File: src/hw/rtl/vcqe_pkg.sv
// Shared types and constants for the coefficient quantizer with end-of-block tracking.
`default_nettype none
package vcqe_pkg;

  localparam int COEF_W           = 16;
  localparam int POS_W            = 10;
  localparam int EOB_W            = 11;
  localparam int CFG_IDX_W        = 3;
  localparam int CFG_DATA_W       = 32;
  localparam int MAX_BLOCK_COEFFS = 1024;

  localparam logic [EOB_W-1:0] EOB_CAP = EOB_W'(MAX_BLOCK_COEFFS);

  // Configuration register indexes
  localparam logic [CFG_IDX_W-1:0] REG_ZERO_BIN    = CFG_IDX_W'(0);
  localparam logic [CFG_IDX_W-1:0] REG_ROUNDING    = CFG_IDX_W'(1);
  localparam logic [CFG_IDX_W-1:0] REG_QUANT_MULT  = CFG_IDX_W'(2);
  localparam logic [CFG_IDX_W-1:0] REG_QUANT_SHIFT = CFG_IDX_W'(3);
  localparam logic [CFG_IDX_W-1:0] REG_DEQUANT     = CFG_IDX_W'(4);

  typedef enum logic [2:0] {
    ST_IDLE,
    ST_MUL1,
    ST_MUL2,
    ST_MUL3,
    ST_EMIT
  } state_t;

  // Controller to datapath
  typedef struct packed {
    logic load;
    logic mul1;
    logic mul2;
    logic mul3;
    logic emit;
  } cmd_t;

  // Datapath to controller
  typedef struct packed {
    logic out_free;
  } sts_t;

endpackage
`default_nettype wire

File: src/hw/rtl/vcqe_ctrl.sv
// Sequencing controller: accept, three shared-multiplier steps, result emit.
`default_nettype none
module vcqe_ctrl (
  input  wire logic          clk,
  input  wire logic          rst,
  input  wire logic          in_valid,
  output logic               in_stall,
  input  wire vcqe_pkg::sts_t sts,
  output vcqe_pkg::cmd_t     cmd
);
  import vcqe_pkg::*;

  state_t state, state_next;

  always_ff @(posedge clk) begin
    if (rst) begin
      state <= ST_IDLE;
    end else begin
      state <= state_next;
    end
  end

  always_comb begin
    state_next = state;
    case (state)
      ST_IDLE: begin
        if (in_valid) state_next = ST_MUL1;
      end
      ST_MUL1: state_next = ST_MUL2;
      ST_MUL2: state_next = ST_MUL3;
      ST_MUL3: state_next = ST_EMIT;
      ST_EMIT: begin
        if (sts.out_free) state_next = ST_IDLE;
      end
      default: state_next = ST_IDLE;
    endcase
  end

  always_comb begin
    cmd      = '0;
    in_stall = 1'b1;
    case (state)
      ST_IDLE: begin
        in_stall = 1'b0;
        cmd.load = in_valid;
      end
      ST_MUL1: cmd.mul1 = 1'b1;
      ST_MUL2: cmd.mul2 = 1'b1;
      ST_MUL3: cmd.mul3 = 1'b1;
      ST_EMIT: cmd.emit = sts.out_free;
      default: cmd = '0;
    endcase
  end

endmodule
`default_nettype wire

File: src/hw/rtl/vcqe_datapath.sv
// Quantizer datapath: parameter registers, shared 16x16 multiplier, EOB tracking, output register.
`default_nettype none
module vcqe_datapath (
  input  wire logic                                clk,
  input  wire logic                                rst,
  input  wire logic                                cfg_write,
  input  wire logic [vcqe_pkg::CFG_IDX_W-1:0]      cfg_index,
  input  wire logic [vcqe_pkg::CFG_DATA_W-1:0]     cfg_data,
  input  wire logic signed [vcqe_pkg::COEF_W-1:0]  coefficient,
  input  wire logic [vcqe_pkg::POS_W-1:0]          scan_position,
  input  wire logic                                block_first,
  input  wire logic                                block_last,
  input  wire vcqe_pkg::cmd_t                      cmd,
  output vcqe_pkg::sts_t                           sts,
  output logic                                     out_valid,
  input  wire logic                                out_stall,
  output logic signed [vcqe_pkg::COEF_W-1:0]       quantized,
  output logic signed [vcqe_pkg::COEF_W-1:0]       dequantized,
  output logic [vcqe_pkg::EOB_W-1:0]               end_of_block,
  output logic                                     result_last
);
  import vcqe_pkg::*;

  logic [CFG_DATA_W-1:0] zero_bin_pair, rounding_pair, quant_mult_pair;
  logic [CFG_DATA_W-1:0] quant_shift_pair, dequant_pair;
  logic [EOB_W-1:0]      running_eob;

  // per-item work registers
  logic signed [COEF_W-1:0] s_val, t_val, q_val, dq_val;
  logic signed [COEF_W-1:0] quant_h, shift_h, deq_h;
  logic                     neg, kept_nz, first_r, last_r;
  logic [POS_W-1:0]         pos_r;

  // input side selection
  logic signed [COEF_W-1:0] zbin_sel, round_sel, abs_c, zb_m1;
  logic signed [COEF_W:0]   sum_ext;
  logic signed [COEF_W-1:0] s_sat;
  logic                     kept;

  always_comb begin
    zbin_sel  = block_first ? zero_bin_pair[COEF_W-1:0] : zero_bin_pair[2*COEF_W-1:COEF_W];
    round_sel = block_first ? rounding_pair[COEF_W-1:0] : rounding_pair[2*COEF_W-1:COEF_W];
    abs_c     = coefficient[COEF_W-1] ? -coefficient : coefficient;
    zb_m1     = zbin_sel - COEF_W'(1);
    kept      = abs_c > zb_m1;
    sum_ext   = {abs_c[COEF_W-1], abs_c} + {round_sel[COEF_W-1], round_sel};
    if (sum_ext > (COEF_W+1)'(signed'(32767)))
      s_sat = 16'sh7fff;
    else if (sum_ext < -(COEF_W+1)'(signed'(32768)))
      s_sat = 16'sh8000;
    else
      s_sat = sum_ext[COEF_W-1:0];
  end

  // one multiplier, operands picked by the active step
  logic signed [COEF_W-1:0]   mul_a, mul_b;
  logic signed [2*COEF_W-1:0] prod;
  logic signed [COEF_W-1:0]   prod_hi, q_mag;

  always_comb begin
    mul_a = s_val;
    mul_b = quant_h;
    if (cmd.mul2) begin
      mul_a = t_val;
      mul_b = shift_h;
    end else if (cmd.mul3) begin
      mul_a = q_val;
      mul_b = deq_h;
    end
    prod    = mul_a * mul_b;
    prod_hi = prod[2*COEF_W-1:COEF_W];
    q_mag   = neg ? -prod_hi : prod_hi;
  end

  // end-of-block update at emit
  logic [EOB_W-1:0] cand, eob_base, eob_new;

  always_comb begin
    cand = EOB_W'(pos_r) + EOB_W'(1);
    if (cand > EOB_CAP) cand = EOB_CAP;
    eob_base = first_r ? '0 : running_eob;
    eob_new  = ((dq_val != '0) && (cand > eob_base)) ? cand : eob_base;
  end

  assign sts.out_free = !out_valid || !out_stall;

  always_ff @(posedge clk) begin
    if (rst) begin
      zero_bin_pair    <= '0;
      rounding_pair    <= '0;
      quant_mult_pair  <= '0;
      quant_shift_pair <= '0;
      dequant_pair     <= '0;
    end else if (cfg_write) begin
      case (cfg_index)
        REG_ZERO_BIN:    zero_bin_pair    <= cfg_data;
        REG_ROUNDING:    rounding_pair    <= cfg_data;
        REG_QUANT_MULT:  quant_mult_pair  <= cfg_data;
        REG_QUANT_SHIFT: quant_shift_pair <= cfg_data;
        REG_DEQUANT:     dequant_pair     <= cfg_data;
        default: ;
      endcase
    end
  end

  always_ff @(posedge clk) begin
    if (cmd.load) begin
      s_val   <= s_sat;
      neg     <= coefficient[COEF_W-1];
      kept_nz <= kept && (coefficient != '0);
      first_r <= block_first;
      last_r  <= block_last;
      pos_r   <= scan_position;
      quant_h <= block_first ? quant_mult_pair[COEF_W-1:0]
                             : quant_mult_pair[2*COEF_W-1:COEF_W];
      shift_h <= block_first ? quant_shift_pair[COEF_W-1:0]
                             : quant_shift_pair[2*COEF_W-1:COEF_W];
      deq_h   <= block_first ? dequant_pair[COEF_W-1:0]
                             : dequant_pair[2*COEF_W-1:COEF_W];
    end
    if (cmd.mul1) t_val <= prod_hi + s_val;
    if (cmd.mul2) q_val <= kept_nz ? q_mag : '0;
    if (cmd.mul3) dq_val <= prod[COEF_W-1:0];
    if (cmd.emit) begin
      quantized    <= q_val;
      dequantized  <= dq_val;
      end_of_block <= last_r ? eob_new : '0;
      result_last  <= last_r;
    end
  end

  always_ff @(posedge clk) begin
    if (rst) begin
      running_eob <= '0;
      out_valid   <= 1'b0;
    end else begin
      if (cmd.emit) begin
        running_eob <= last_r ? '0 : eob_new;
        out_valid   <= 1'b1;
      end else if (!out_stall) begin
        out_valid   <= 1'b0;
      end
    end
  end

endmodule
`default_nettype wire

File: src/hw/rtl/video_coeff_quantizer_eob.sv
// Top level of the coefficient quantizer with end-of-block tracking.
//
//   channel  | handshake              | payload
//   ---------+------------------------+----------------------------------------------
//   input    | in_valid / in_stall    | coefficient, scan_position, block_first/last
//   output   | out_valid / out_stall  | quantized, dequantized, end_of_block, result_last
//   config   | cfg_valid / cfg_ready  | cfg_index, cfg_data
//
// Each request passes through accept, three steps through the single shared
// 16x16 multiplier, then the emit into the output register.
// A result held in the output register under out_stall does not block the next
// request from entering; it only holds that request at its emit step.
// rst is synchronous: configuration registers zero, running end-of-block zero, output empty.
// cfg_ready is always high.
`default_nettype none
module video_coeff_quantizer_eob (
  input  wire logic                                clk,
  input  wire logic                                rst,
  input  wire logic                                cfg_valid,
  output logic                                     cfg_ready,
  input  wire logic [vcqe_pkg::CFG_IDX_W-1:0]      cfg_index,
  input  wire logic [vcqe_pkg::CFG_DATA_W-1:0]     cfg_data,
  input  wire logic                                in_valid,
  output logic                                     in_stall,
  input  wire logic signed [vcqe_pkg::COEF_W-1:0]  coefficient,
  input  wire logic [vcqe_pkg::POS_W-1:0]          scan_position,
  input  wire logic                                block_first,
  input  wire logic                                block_last,
  output logic                                     out_valid,
  input  wire logic                                out_stall,
  output logic signed [vcqe_pkg::COEF_W-1:0]       quantized,
  output logic signed [vcqe_pkg::COEF_W-1:0]       dequantized,
  output logic [vcqe_pkg::EOB_W-1:0]               end_of_block,
  output logic                                     result_last
);
  import vcqe_pkg::*;

  cmd_t cmd;
  sts_t sts;

  assign cfg_ready = 1'b1;

  vcqe_ctrl u_ctrl (
    .clk      (clk),
    .rst      (rst),
    .in_valid (in_valid),
    .in_stall (in_stall),
    .sts      (sts),
    .cmd      (cmd)
  );

  vcqe_datapath u_datapath (
    .clk           (clk),
    .rst           (rst),
    .cfg_write     (cfg_valid && cfg_ready),
    .cfg_index     (cfg_index),
    .cfg_data      (cfg_data),
    .coefficient   (coefficient),
    .scan_position (scan_position),
    .block_first   (block_first),
    .block_last    (block_last),
    .cmd           (cmd),
    .sts           (sts),
    .out_valid     (out_valid),
    .out_stall     (out_stall),
    .quantized     (quantized),
    .dequantized   (dequantized),
    .end_of_block  (end_of_block),
    .result_last   (result_last)
  );

endmodule
`default_nettype wire

File: config.mk
export PLATFORM = sky130hd
export DESIGN_NAME = video_coeff_quantizer_eob
export DESIGN_NICKNAME = d
export VERILOG_FILES = /design/src/hw/rtl/vcqe_pkg.sv /design/src/hw/rtl/vcqe_ctrl.sv /design/src/hw/rtl/vcqe_datapath.sv /design/src/hw/rtl/video_coeff_quantizer_eob.sv
export SDC_FILE = /design/constraint.sdc
export NUM_CORES = 1
export LEC_CHECK = 0
export ABC_AREA = 1
export BUFFER_PORTS_ARGS = -buffer_cell sky130_fd_sc_hd__clkbuf_2
export CAP_MARGIN = 20
export CELL_PAD_IN_SITES_DETAIL_PLACEMENT = 0
export CELL_PAD_IN_SITES_GLOBAL_PLACEMENT = 2
export CORE_MARGIN = 5
export CORE_UTILIZATION = 35
export DETAILED_ROUTE_END_ITERATION = 16
export GPL_ROUTABILITY_DRIVEN = 0
export PLACE_DENSITY_LB_ADDON = 0.1
export RECOVER_POWER = 50
export SETUP_SLACK_MARGIN = 0.1
export SLEW_MARGIN = 5
export SYNTH_ARGS = -nofsm -noshare
export SYNTH_HDL_FRONTEND = slang
export SYNTH_SLANG_ARGS = --single-unit
export TNS_END_PERCENT = 50
File: constraint.sdc
create_clock -name clk -period 7.7 [get_ports clk]
set_clock_uncertainty 0.15 [all_clocks]
set_input_delay 1.155 -clock clk [delete_from_list [all_inputs] [get_ports clk]]
set_output_delay 1.155 -clock clk [all_outputs]
set_load 0.005 [all_outputs]
Word-level counts from Yosys, hierarchy flattened
Cells that the tools add are included.
{"block": "totals", "elab_cells": 89, "n_memories": 0, "mem_bits_ro": 0, "ramBits": 0, "output_inout_bits": 47, "regBits": 345, "latchBits": 0, "inputBits": 68}
{"block": "op_classes", "addsub": 6, "mul": 1, "n_mux": 27, "reduce_logical": 15, "eq_ne": 11, "magnitude_cmp": 5, "shifts": 0, "div_mod_pow": 0, "bitwise": 0}
{"cell": "two-way mux 16 bit", "n": 12}
{"cell": "two-way mux 11 bit", "n": 4}
{"cell": "multiplier 16 x 16 -> 32 bit", "n": 1}
{"cell": "negation 16 bit", "n": 2}
{"cell": "nonzero test 16 bit", "n": 2}
{"cell": "adder 16 x 16 -> 17 bit", "n": 1}
{"cell": "> comparator 17 x 16 -> 1 bit, second input constant", "n": 1}
{"cell": "< comparator 17 x 16 -> 1 bit, second input constant", "n": 1}
{"cell": "adder 16 bit", "n": 1}
{"cell": "> comparator 16 bit", "n": 1}
{"cell": "subtractor 16 x 2 -> 16 bit, second input constant", "n": 1}
{"cell": "one-hot mux 3 bit (5 select lines)", "n": 1}
{"cell": "== test 3 x 2 -> 1 bit, second input constant", "n": 4}
{"cell": "AND reduction 2 bit", "n": 6}
{"cell": "adder 10 x 1 -> 11 bit, second input constant", "n": 1}
{"cell": "> comparator 11 bit", "n": 1}
{"cell": "> comparator 11 bit, second input constant", "n": 1}
{"cell": "two-way mux 1 bit", "n": 8}
{"cell": "== test 3 x 1 -> 1 bit, second input constant", "n": 2}
{"cell": "== test 3 bit, second input constant", "n": 2}
{"cell": "zero test 3 bit", "n": 2}
{"cell": "two-way mux 3 bit", "n": 2}
{"cell": "!= test 2 x 1 -> 1 bit, second input constant", "n": 2}
{"cell": "logical AND 1 bit", "n": 2}
{"cell": "other kinds (3)", "n": 4}

Logic depth before layout (Yosys ltp)
Gate-level depths: netlist of the first run.
{"block": "depth", "depth_word": 7, "depth_mapped": 45, "mapped_depth_nobuf": 44}

By module
From an unflattened synthesis of the first run, not the netlist that was laid out.
{"block": "unflattened", "hier_cells": 3295, "area_unflattened_um2": 26957.1}
{"module": "vcqe_datapath", "cells_each": 3269, "area_each_um2": 26779.4, "n_inst": 1, "seq_area_each_um2": 8548.2}
{"module": "vcqe_ctrl", "cells_each": 24, "area_each_um2": 166.4, "n_inst": 1, "seq_area_each_um2": 60.1}
{"module": "video_coeff_quantizer_eob", "cells_each": 2, "area_each_um2": 11.3, "n_inst": 1, "seq_area_each_um2": 0.0}

Worst setup path before layout of the first run
Ideal clock, no wire load.
{"block": "synth_path", "path_kind": "reg-to-reg", "startpoint": "register u_ctrl.state[2]", "endpoint": "register u_datapath.t_val[13], data pin", "arrival_time_ps": 7813, "setup_time_ps": 259, "slack_ps": -522, "stages_incl_launch_ff": 39, "required_ps": 7291, "path_buffers": 1, "period_less_slack_ps": 8222, "cell_sequence": "dfxtp_1 -> nor2_1 -> inv_1 -> nor2_2 -> inv_2 -> buf_1 -> o21ai_1 -> clkinv_1 -> nand2_1 -> fa_1 -> fa_1 -> inv_1 -> fa_1 -> inv_1 -> fa_1 -> fa_1 -> fa_1 -> inv_1 -> [3 not listed] -> a21oi_2 -> nor2_1 -> nor2_1 -> nand3b_1 -> nand2_1 -> inv_1 -> ha_1 -> a21oi_1 -> nand2_1 -> a21oi_1 -> o21bai_1 -> a21oi_1 -> o21ai_0 -> nand2_1 -> nand2_1 -> nand2_1 -> nand2_1 -> xor2_1"}
{"block": "synth_via", "elab_chain_cells": 6, "word_cells_on_any_way": 10, "cone_classes": "add/sub (1); mul (1); eq/ne (2); mux (6)"}
{"element": "from (decl)", "line": "vcqe_ctrl.sv:13", "source": "state_t state, state_next;"}
{"element": "from (signal assigned)", "line": "vcqe_ctrl.sv:19", "source": "state <= state_next;"}
{"element": "== test 3 x 2 -> 1 bit", "line": "vcqe_ctrl.sv:42", "source": "case (state)"}
{"element": "two-way mux 1 bit", "line": "vcqe_ctrl.sv:42"}
{"element": "two-way mux 16 bit", "line": "vcqe_datapath.sv:66", "source": "end else if (cmd.mul3) begin"}
{"element": "two-way mux 16 bit", "line": "vcqe_datapath.sv:63", "source": "if (cmd.mul2) begin"}
{"element": "multiplier 16 x 16 -> 32 bit *", "line": "vcqe_datapath.sv:70", "source": "prod = mul_a * mul_b;"}
{"element": "adder 16 bit *", "line": "vcqe_datapath.sv:121", "source": "if (cmd.mul1) t_val <= prod_hi + s_val;"}
{"element": "to (signal assigned)", "line": "vcqe_datapath.sv:121"}
{"element": "to (decl)", "line": "vcqe_datapath.sv:29", "source": "logic signed [COEF_W-1:0] s_val, t_val, q_val, dq_val;"}
Every way passes the cells marked *; elsewhere a longest branch is shown, timed or not.
A chain may end at the register's enable or synchronous reset.

Worst setup path after layout of the first run
{"block": "layout_path", "startpoint": "register u_ctrl.state[2]", "endpoint": "register u_datapath.t_val[15], data pin"}
The elaborated chain is that of the path after synthesis.

==> results of run 1 <==
==> stage by stage <==
step | instance area [µm²] | worst slack (ps) | util | TNS, ps
after global placement | 30800 | -488 | 0.406 | -4080
after floorplan | 26900 | 78.2 | - | 0
after CTS | 33900 | -10.5 | 0.447 | -13.8
after detailed placement | 30800 | -537 | 0.406 | -4790
after global routing | 34600 | -290 | 0.456 | -1800
final | 34600 | -19.4 | 0.456 | -48.5
==> cells by family (layout without fill, tap and decap cells) <==
family / count (synthesis) / count (layout) / synth area share
adder cells (fa/ha/maj): 410 / 410 / 0.267
other: 1 / 1 / 0.000141
multiplexers: 8 / 8 / 0.00300
XOR/XNOR: 87 / 87 / 0.0286
flip-flops: 345 / 345 / 0.323
buffers and inverters: 631 / 1104 / 0.0899
AND/OR/NAND/NOR: 1366 / 1366 / 0.207
AO/OA/AOI/OAI: 407 / 407 / 0.0820
==> layout by cell type (no fill, tap or decap), types with 36 or more instances in the layout <==
cell	Yosys	final
o21ai_0	231	211
nand2_1	689	598
inv_1	514	442
a21oi_1	120	91
nand2_2	5	76
fa_1	264	246
inv_2	6	63
buf_4	1	317
edfxtp_1	170	170
ha_4	0	36
dfxtp_1	175	172
clkbuf_16	0	42
clkbuf_2	0	87
nor2_1	485	433
clkbuf_1	89	38
nand3_1	93	67
xor2_1	58	56
ha_1	146	109
==> critical path: cells and delay by family (launching register included) <==
| family | cells | cell delay, ps |
|---|---|---|
| xor+xnor | 2 | 300 |
| fa+ha+maj | 8 | 3650 |
| flops | 1 | 360 |
| buf+inv | 12 | 1110 |
| compound gates | 6 | 920 |
| simple gates | 11 | 940 |
==> state kept, by name (all words and copies together), names as in the netlist, 16 cells and up <==
name / cells
u_datapath.dequant_pair: 32
u_datapath.shift_h: 16
u_datapath.dequantized: 16
u_datapath.dq_val: 16
u_datapath.quantized: 16
u_datapath.quant_shift_pair: 32
u_datapath.rounding_pair: 32
u_datapath.quant_mult_pair: 32
u_datapath.t_val: 16
u_datapath.q_val: 16
u_datapath.s_val: 16
u_datapath.zero_bin_pair: 32
u_datapath.deq_h: 16
u_datapath.quant_h: 16
==> final cells by class <==
type                            instances  area [µm²]  share of cell area
Multi-Input combinational cell       2279       17300               0.501
Timing Repair Buffer                  500        3910               0.113
Tap cell                              978        1220              0.0354
Sequential cell                       345        8610               0.249
Inverter                              529        2050              0.0594
Clock inverter                         24         300             0.00869
Clock buffer                           51        1140              0.0331
==> worst max-delay path by stage <==
stage	from	to	slack, ps	cells past startpoint
6_report	u_ctrl.state[2]	u_datapath.t_val[15]	-20	39
5_1_grt	u_ctrl.state[0]	u_datapath.t_val[12]	-290	42
4_1_cts	u_ctrl.state[2]	u_datapath.t_val[12]	-10	39
3_5_place_dp	u_ctrl.state[2]	u_datapath.t_val[12]	-540	37
3_3_place_gp	u_ctrl.state[2]	u_datapath.t_val[15]	-490	36
2_1_floorplan	u_ctrl.state[2]	u_datapath.t_val[13]	80	38
==> cells in the mapped netlist (23+ instances only) <==
cell,instances
dfxtp_1,175
nand2_1,689
o21ai_0,231
fa_1,264
edfxtp_1,170
xor2_1,58
xnor2_1,29
clkbuf_1,89
ha_1,146
inv_1,514
nor3_1,23
nor2_1,485
nand3_1,93
a21oi_1,120
==> metal layers <==
metal  GRT usage  vias to the layer above  wire length, µm
met3      0.0178                      115             2340
met2       0.388                      366            45600
met4      0.0549                        0             2430
met5           0                        -                0
li1            -                    11100                -
met1       0.276                    11100            38100
==> repair_timing <==
item / 4_1_cts / 5_1_grt
endpoints found under the setup margin: 22 / 22
buffers inserted: 51 / 23
gates resized for setup: 311 / 160
pin swaps: 114 / 93
cloned: 3 / 0
==> run_results.csv, run 1 <==
group,metric,value,unit
sta,worst_pin_slew,3860,ps
synth,synth-warning-count,0,
setup_path,critical_path_class,"reg2reg",
hold_path,min_from,"u_datapath.quant_shift_pair[0]",
run,drv_cap,3,
hold_path,hold_end,"u_datapath.quant_shift_pair[0]",
clocking,cts_tree,"built",
final_layout,stdcell_count,4706,
setup_path,crit_path_top_delay_cell,"fa_2",
sta,fin_crit_sh,1.00,
final_layout,antenna_cells,0,
clocking,cts.clk_slew.worst_paths,60,ps
clocking,cts-hold-fix-buffers,0,
drt,wl_per_cell,18.8,µm
floorplan,rows,101,
clocking,cts_num_sinks,345,
sta,final-setup-viol-count,5,
hold_path,hold_path_class,"reg2reg",
sta,setup_ws,-19.4,ps
setup_path,cp.arrival,7870,ps
drt,postRouteAntennaNets,0,
floorplan,die_y,286,µm
global_routing,grt_pass1_vias,23200,
final_layout,nNetsFinal,4174,
outcome,status,"finished with violations",
hold_path,hold_path_depth,2,
sta,hold_viol,0,
synth,synth.area.top_cells,"fa_1 (20%), edfxtp_1 (19%), dfxtp_1 (13%)",
synth,netlist_area,0.0267,mm²
setup_path,start_kind,"register",
final_layout,area_delta_synth_final,29.5,%
floorplan,start_util,0.352,
synth,syn_inst,3255,
sta,hold_slack,296,ps
drt,first_pass_iters,5,
synth,ys.flop_type,"dfxtp_1",
global_routing,grt_pass1_wl,136000,µm
global_routing,grt_start_max_net_pins,104,
synth,syn_nets,3733,
final_layout,fillers,7578,
synth,avgSynthCellArea,8.20,µm²
clocking,htreeDepth,2,
drt,viasPerCell,4.81,
drt,drt_wl_total,88500,µm
outcome,violations,"capacitance limit, slew limit, setup timing",
drt,drc,0,
sta,rsz0062_at_grt,"true",
setup_path,timing.rr.start,"u_ctrl.state[2]",
setup_path,path_common_cell,"nand2_2",
global_routing,grt_use_total,0.214,
setup_path,regToRegSetupSlack,-20,ps
setup_path,crit_path_end_kind,"register",
drt,vias,22600,
synth,synth-seq-area-share,0.323,
sta,fmax,130,MHz
floorplan,core_area,0.0758,mm²
setup_path,path_max_fanout,17,
clocking,cts_made_buffers,41,
clocking,cts-root-buf,"clkbuf_16",
place,place_inst,4552,
drt,first_iter_violations,1229,
setup_path,rr_worst_depth,39,
clocking,clockBufferDepth,3,
clocking,clk_latency,570,ps
floorplan,die_w,286,µm
synth,synth-async-reset-ratio,0,
final_layout,layout-drive-gt1-share,0.256,
synth,ys_ff_latch,345,
sta,drv_slew,180,
setup_path,required,7850,ps
global_routing,overflow,0,
place,hpwl,68900,µm
global_routing,grt_antenna_before_repair,0,
floorplan,pin_count,115,
synth,yosysTopAreaCellShare,0.198,
sta,slew_headroom,-1.57,
synth,ys_types,49,
setup_path,cpPeakStageDelay,570,ps
place,portBuffers,113,
synth,synth_edf_count,170,
sta,finalCriticalPeriod,7720,ps
setup_path,worstReg2RegEnd,"u_datapath.t_val[15]",
floorplan,die_area,0.0819,mm²
synth,synth_top_area_cell,"fa_1",
Power of run 1 is left out: the tool's default activity adds up to more than one toggle a clock period on the data nets, which glitch-free logic cannot reach.
==> inputs of run 2 (changes only) <==
--- a/config.mk
+++ b/config.mk
@@ -11,14 +11,13 @@
 export CELL_PAD_IN_SITES_DETAIL_PLACEMENT = 0
 export CELL_PAD_IN_SITES_GLOBAL_PLACEMENT = 2
 export CORE_MARGIN = 5
-export CORE_UTILIZATION = 35
+export CORE_UTILIZATION = 39
 export DETAILED_ROUTE_END_ITERATION = 16
 export GPL_ROUTABILITY_DRIVEN = 0
 export PLACE_DENSITY_LB_ADDON = 0.1
 export RECOVER_POWER = 50
 export SETUP_SLACK_MARGIN = 0.1
-export SLEW_MARGIN = 5
 export SYNTH_ARGS = -nofsm -noshare
 export SYNTH_HDL_FRONTEND = slang
 export SYNTH_SLANG_ARGS = --single-unit
-export TNS_END_PERCENT = 50
+export TNS_END_PERCENT = 1
==> constraint.sdc (replaced) <==
create_clock -name clk -period 8.7 [get_ports clk]
set_clock_uncertainty 0.15 [all_clocks]
set_input_delay 1.305 -clock clk [delete_from_list [all_inputs] [get_ports clk]]
set_output_delay 1.305 -clock clk [all_outputs]
set_load 0.005 [all_outputs]
==> run_results.csv, run 2 (synthesis gave the netlist of run 1 again) <==
group,metric,value,unit
outcome,status,"finished with violations",
outcome,violations,"capacitance limit, slew limit",
setup_path,critPathCapture,"u_datapath.t_val[15]",
setup_path,rr_worst_depth,38,
sta,worst_pin_slew,3510,ps
final_layout,antenna_cells,0,
floorplan,rows,95,
drt,vias,21700,
clocking,clk_latency,570,ps
hold_path,hold_path_class,"reg2reg",
sta,slew_headroom,-1.34,
final_layout,regArea,0.00861,mm²
clocking,cts_num_sinks,345,
setup_path,timing.rr.start,"u_ctrl.state[0]",
final_layout,nNetsFinal,3909,
place,portBuffers,113,
floorplan,die_y,272,µm
global_routing,grt_pass1_vias,21600,
drt,first_pass_iters,5,
final_layout,layout_common_cells,"nand2_1 (684), inv_1 (499), nor2_1 (480)",
drt,viasPerCell,5.00,
setup_path,path_common_cell,"inv_1",
setup_path,start_kind,"register",
setup_path,crit_start,"u_ctrl.state[0]",
sta,finalCriticalPeriod,8300,ps
floorplan,die_w,272,µm
sta,drv_slew,221,
hold_path,min_from,"u_datapath.quant_shift_pair[8]",
floorplan,pin_count,115,
setup_path,critical_path_class,"reg2reg",
clocking,cts-hold-fix-buffers,0,
drt,first_iter_violations,1336,
place,hpwl,65000,µm
sta,rsz0062_at_grt,"true",
sta,hold_viol,0,
sta,setup_tns,0,ps
final_layout,layout_commonest_cell,"nand2_1",
final_layout,fillers,6813,
drt,drt_wl_total,84700,µm
final_layout,multiInputGateArea,0.0159,mm²
sta,fin_crit_sh,0.954,
drt,wl_per_cell,19.5,µm
global_routing,grt_use_total,0.222,
global_routing,grt_start_max_net_pins,126,
setup_path,required,8860,ps
clocking,cts-root-buf,"clkbuf_16",
floorplan,start_util,0.395,
final_layout,area_delta_synth_final,14.6,%
setup_path,worstReg2RegEnd,"u_datapath.t_val[15]",
setup_path,crit_path_top_delay_cell,"fa_1",
global_routing,overflow,0,
drt,postRouteAntennaNets,0,
floorplan,core_area,0.0675,mm²
sta,fmax,121,MHz
clocking,clockBufferDepth,3,
setup_path,regToRegSetupSlack,400,ps
place,dp_slack,88.2,ps
floorplan,die_area,0.0737,mm²
hold_path,hold_path_depth,2,
clocking,cts_tree,"built",
global_routing,grt_pass1_wl,127000,µm
clocking,cts_made_buffers,40,
clocking,cts.clk_slew.worst_paths,60,ps
final_layout,layout-drive-gt1-share,0.110,
clocking,htreeDepth,2,
sta,final-setup-viol-count,0,
run,drv_cap,4,
global_routing,grt_antenna_before_repair,2,
drt,drc,0,
setup_path,crit_path_end_kind,"register",
setup_path,path_max_fanout,24,
place,placed_cell_area,0.0286,mm²
setup_path,cpPeakStageDelay,570,ps
sta,setup_ws,403,ps
final_layout,design_area,0.0306,mm²
setup_path,cp.arrival,8460,ps
## run 2: cell types whose count changed in the layout (fill, tap and decap cells not counted), moves of 25 or more
cell	delta
buf_4	-221
ha_1	+27
ha_4	-32
inv_1	+57
inv_2	-51
nand2_1	+86
nand2_2	-66
nand3_1	+25
nor2_1	+47
nor2_2	-27
## run 2: worst max-delay path, delay by kind of cell (launching register included)
family                   cells  cell delay, ps
adder cells (fa/ha/maj)      8            3770
XOR/XNOR                     2             270
AND/OR/NAND/NOR             13            1630
buffers and inverters       12            1440
AO/OA/AOI/OAI                3             420
flip-flops                   1             330
## run 2: worst min-delay path by stage
| stage | to | slack, ps |
|---|---|---|
| floorplan | u_datapath.quant_shift_pair[0] | 270 |
| global route | u_datapath.quant_shift_pair[13] | 310 |
| finish | u_datapath.quant_shift_pair[8] | 290 |
| detailed placement | u_datapath.dequantized[10] | 290 |
| global placement | u_datapath.quant_shift_pair[6] | 280 |
| CTS | u_datapath.quant_shift_pair[8] | 300 |
## run 2: final cells by class
type	count	share of cell area
multi-input combinational	2279	0.520
sequential	345	0.282
inverter	529	0.0661
timing repair buffer	236	0.0549
clock buffer	50	0.0357
tap	873	0.0357
clock inverter	22	0.00626
## run 2: stage by stage
step	utilization	instances	hold slack [ps]
3_3_place_gp	0.424	4222	283
2_1_floorplan	-	3255	274
5_1_grt	0.453	4334	314
3_5_place_dp	0.424	4222	285
4_1_cts	0.443	4294	296
6_report	0.453	4334	294
## run 2: routing by layer
metal  vias to the layer above  global-route usage  part of all wire
li1                      10500                   -                 -
met1                     10500               0.291              0.43
met2                       516               0.389              0.50
met3                       133              0.0256             0.039
met4                         0              0.0656             0.031
met5                         -                   0                 0
## run 2: timing repair
item                       CTS  global route
buffers inserted             0            33
gates cloned                 0             5
pin swaps                    0             6
setup endpoints to repair    2             7
gates resized for setup      2            74
Power of run 2 is left out for the same reason.
==> inputs of run 3 (changes only) <==
--- a/config.mk
+++ b/config.mk
@@ -15,7 +15,6 @@
 export DETAILED_ROUTE_END_ITERATION = 16
 export GPL_ROUTABILITY_DRIVEN = 0
 export PLACE_DENSITY_LB_ADDON = 0.1
-export RECOVER_POWER = 50
 export SETUP_SLACK_MARGIN = 0.1
 export SYNTH_ARGS = -nofsm -noshare
 export SYNTH_HDL_FRONTEND = slang
==> run_results.csv, run 3 (synthesis gave the netlist of run 1 again) <==
group,metric,value,unit
sta,fin_crit_sh,0.952,
setup_path,crit_path_top_delay_cell,"fa_1",
floorplan,core_area,0.0675,mm²
sta,drv_slew,0,
setup_path,path_delay_family,"adder cells",
drt,postRouteAntennaNets,0,
floorplan,die_y,272,µm
run,drv_cap,0,
floorplan,pin_count,115,
sta,fmax,121,MHz
setup_path,crit_start,"u_ctrl.state[0]",
clocking,cts-root-buf,"clkbuf_16",
clocking,clk_latency,570,ps
drt,drt_wl_total,84500,µm
floorplan,die_w,272,µm
setup_path,critPathCapture,"u_datapath.t_val[15]",
outcome,status,"complete, no violations",
drt,wl_per_cell,19.5,µm
setup_path,rr_worst_depth,38,
setup_path,path_max_fanout,24,
clocking,cts_tree,"built",
sta,final-setup-viol-count,0,
global_routing,grt_use_total,0.222,
clocking,clockBufferDepth,3,
setup_path,critical_path_class,"reg2reg",
global_routing,grt_start_max_net_pins,126,
clocking,cts.clk_slew.worst_paths,60,ps
place,hpwl,65000,µm
clocking,cts-hold-fix-buffers,0,
global_routing,grt_pass1_wl,127000,µm
clocking,cts_made_buffers,40,
floorplan,rows,95,
setup_path,worstReg2RegEnd,"u_datapath.t_val[15]",
sta,worst_pin_slew,1060,ps
setup_path,cp.arrival,8440,ps
drt,first_iter_violations,1300,
setup_path,crit_path_end_kind,"register",
final_layout,layout_common_cells,"nand2_1 (684), inv_1 (499), nor2_1 (479)",
drt,vias,21600,
place,portBuffers,113,
clocking,htreeDepth,2,
setup_path,path_buf_inv,12,
place,placed_cell_area,0.0286,mm²
global_routing,grt_pass1_vias,21600,
sta,hold_viol,0,
sta,slew_headroom,0.290,
final_layout,layout-drive-gt1-share,0.120,
sta,finalCriticalPeriod,8280,ps
drt,viasPerCell,4.98,
final_layout,fillers,6793,
global_routing,overflow,0,
setup_path,required,8860,ps
final_layout,design_area,0.0307,mm²
setup_path,cpPeakStageDelay,580,ps
setup_path,regToRegSetupSlack,420,ps
setup_path,path_common_cell,"inv_1",
setup_path,timing.rr.start,"u_ctrl.state[0]",
global_routing,grt_antenna_before_repair,2,
hold_path,hold_path_class,"reg2reg",
final_layout,layout_commonest_cell,"nand2_1",
drt,drc,0,
drt,first_pass_iters,5,
setup_path,path_depth,38,
sta,rsz0062_at_grt,"true",
final_layout,area_delta_synth_final,14.9,%
setup_path,start_kind,"register",
floorplan,start_util,0.395,
sta,setup_tns,0,ps
clocking,cts_num_sinks,345,
floorplan,die_area,0.0737,mm²
final_layout,nNetsFinal,3909,
[run 3: final cells by class]
| class | count | area (µm²) | area share |
|---|---|---|---|
| Tap cell | 873 | 1090 | 0.0356 |
| Clock inverter | 22 | 191 | 0.00624 |
| Inverter | 529 | 2020 | 0.0659 |
| Clock buffer | 50 | 1090 | 0.0356 |
| Multi-Input combinational cell | 2279 | 15900 | 0.519 |
| Sequential cell | 345 | 8610 | 0.281 |
| Timing Repair Buffer | 236 | 1740 | 0.0568 |
| Antenna cell | 2 | 5.00 | 0.000163 |
[run 3: layer usage]
metal  part of all wire  vias up  global-route usage
met4              0.030        0              0.0656
met1               0.43    10500               0.291
met2               0.50      479               0.389
met5                  0        -                   0
met3              0.039      129              0.0256
li1                   -    10500                   -
[run 3: how the worst min path moves through the flow]
stage | startpoint | end | slack, ps | cells after the start
finish | u_datapath.quant_shift_pair[8] | u_datapath.quant_shift_pair[8] | 290 | 2
global route | u_datapath.quant_shift_pair[13] | u_datapath.quant_shift_pair[13] | 310 | 2
CTS | u_datapath.quant_shift_pair[8] | u_datapath.quant_shift_pair[8] | 300 | 2
detailed placement | u_datapath.dq_val[10] | u_datapath.dequantized[10] | 290 | 0
global placement | u_datapath.quant_shift_pair[6] | u_datapath.quant_shift_pair[6] | 280 | 2
floorplan | u_datapath.quant_shift_pair[0] | u_datapath.quant_shift_pair[0] | 270 | 2
[run 3: tightest hold or removal path, cell delays in order, from the launching register on]
cell and delay, ps:
dfxtp_1 310, inv_1 50, a21oi_1 50
[run 3: what timing repair did]
action / 4_1_cts / 5_1_grt
setup endpoints to repair: 2 / 7
gates resized for setup: 2 / 74
endpoints found under the hold margin: 0 / 0
pin swaps: 0 / 6
setup buffers: 0 / 33
cloned: 0 / 5
[run 3: through the flow]
step / util / setup WS [ps] / hold slack [ps] / std cells
final: 0.454 / 417 / 294 / 4336
after floorplan: - / 478 / 274 / 3255
after global placement: 0.424 / 144 / 283 / 4222
after detailed placement: 0.424 / 88.2 / 285 / 4222
after global routing: 0.454 / 36.0 / 314 / 4334
after CTS: 0.443 / 129 / 296 / 4294
Power of run 3 is left out for the same reason.
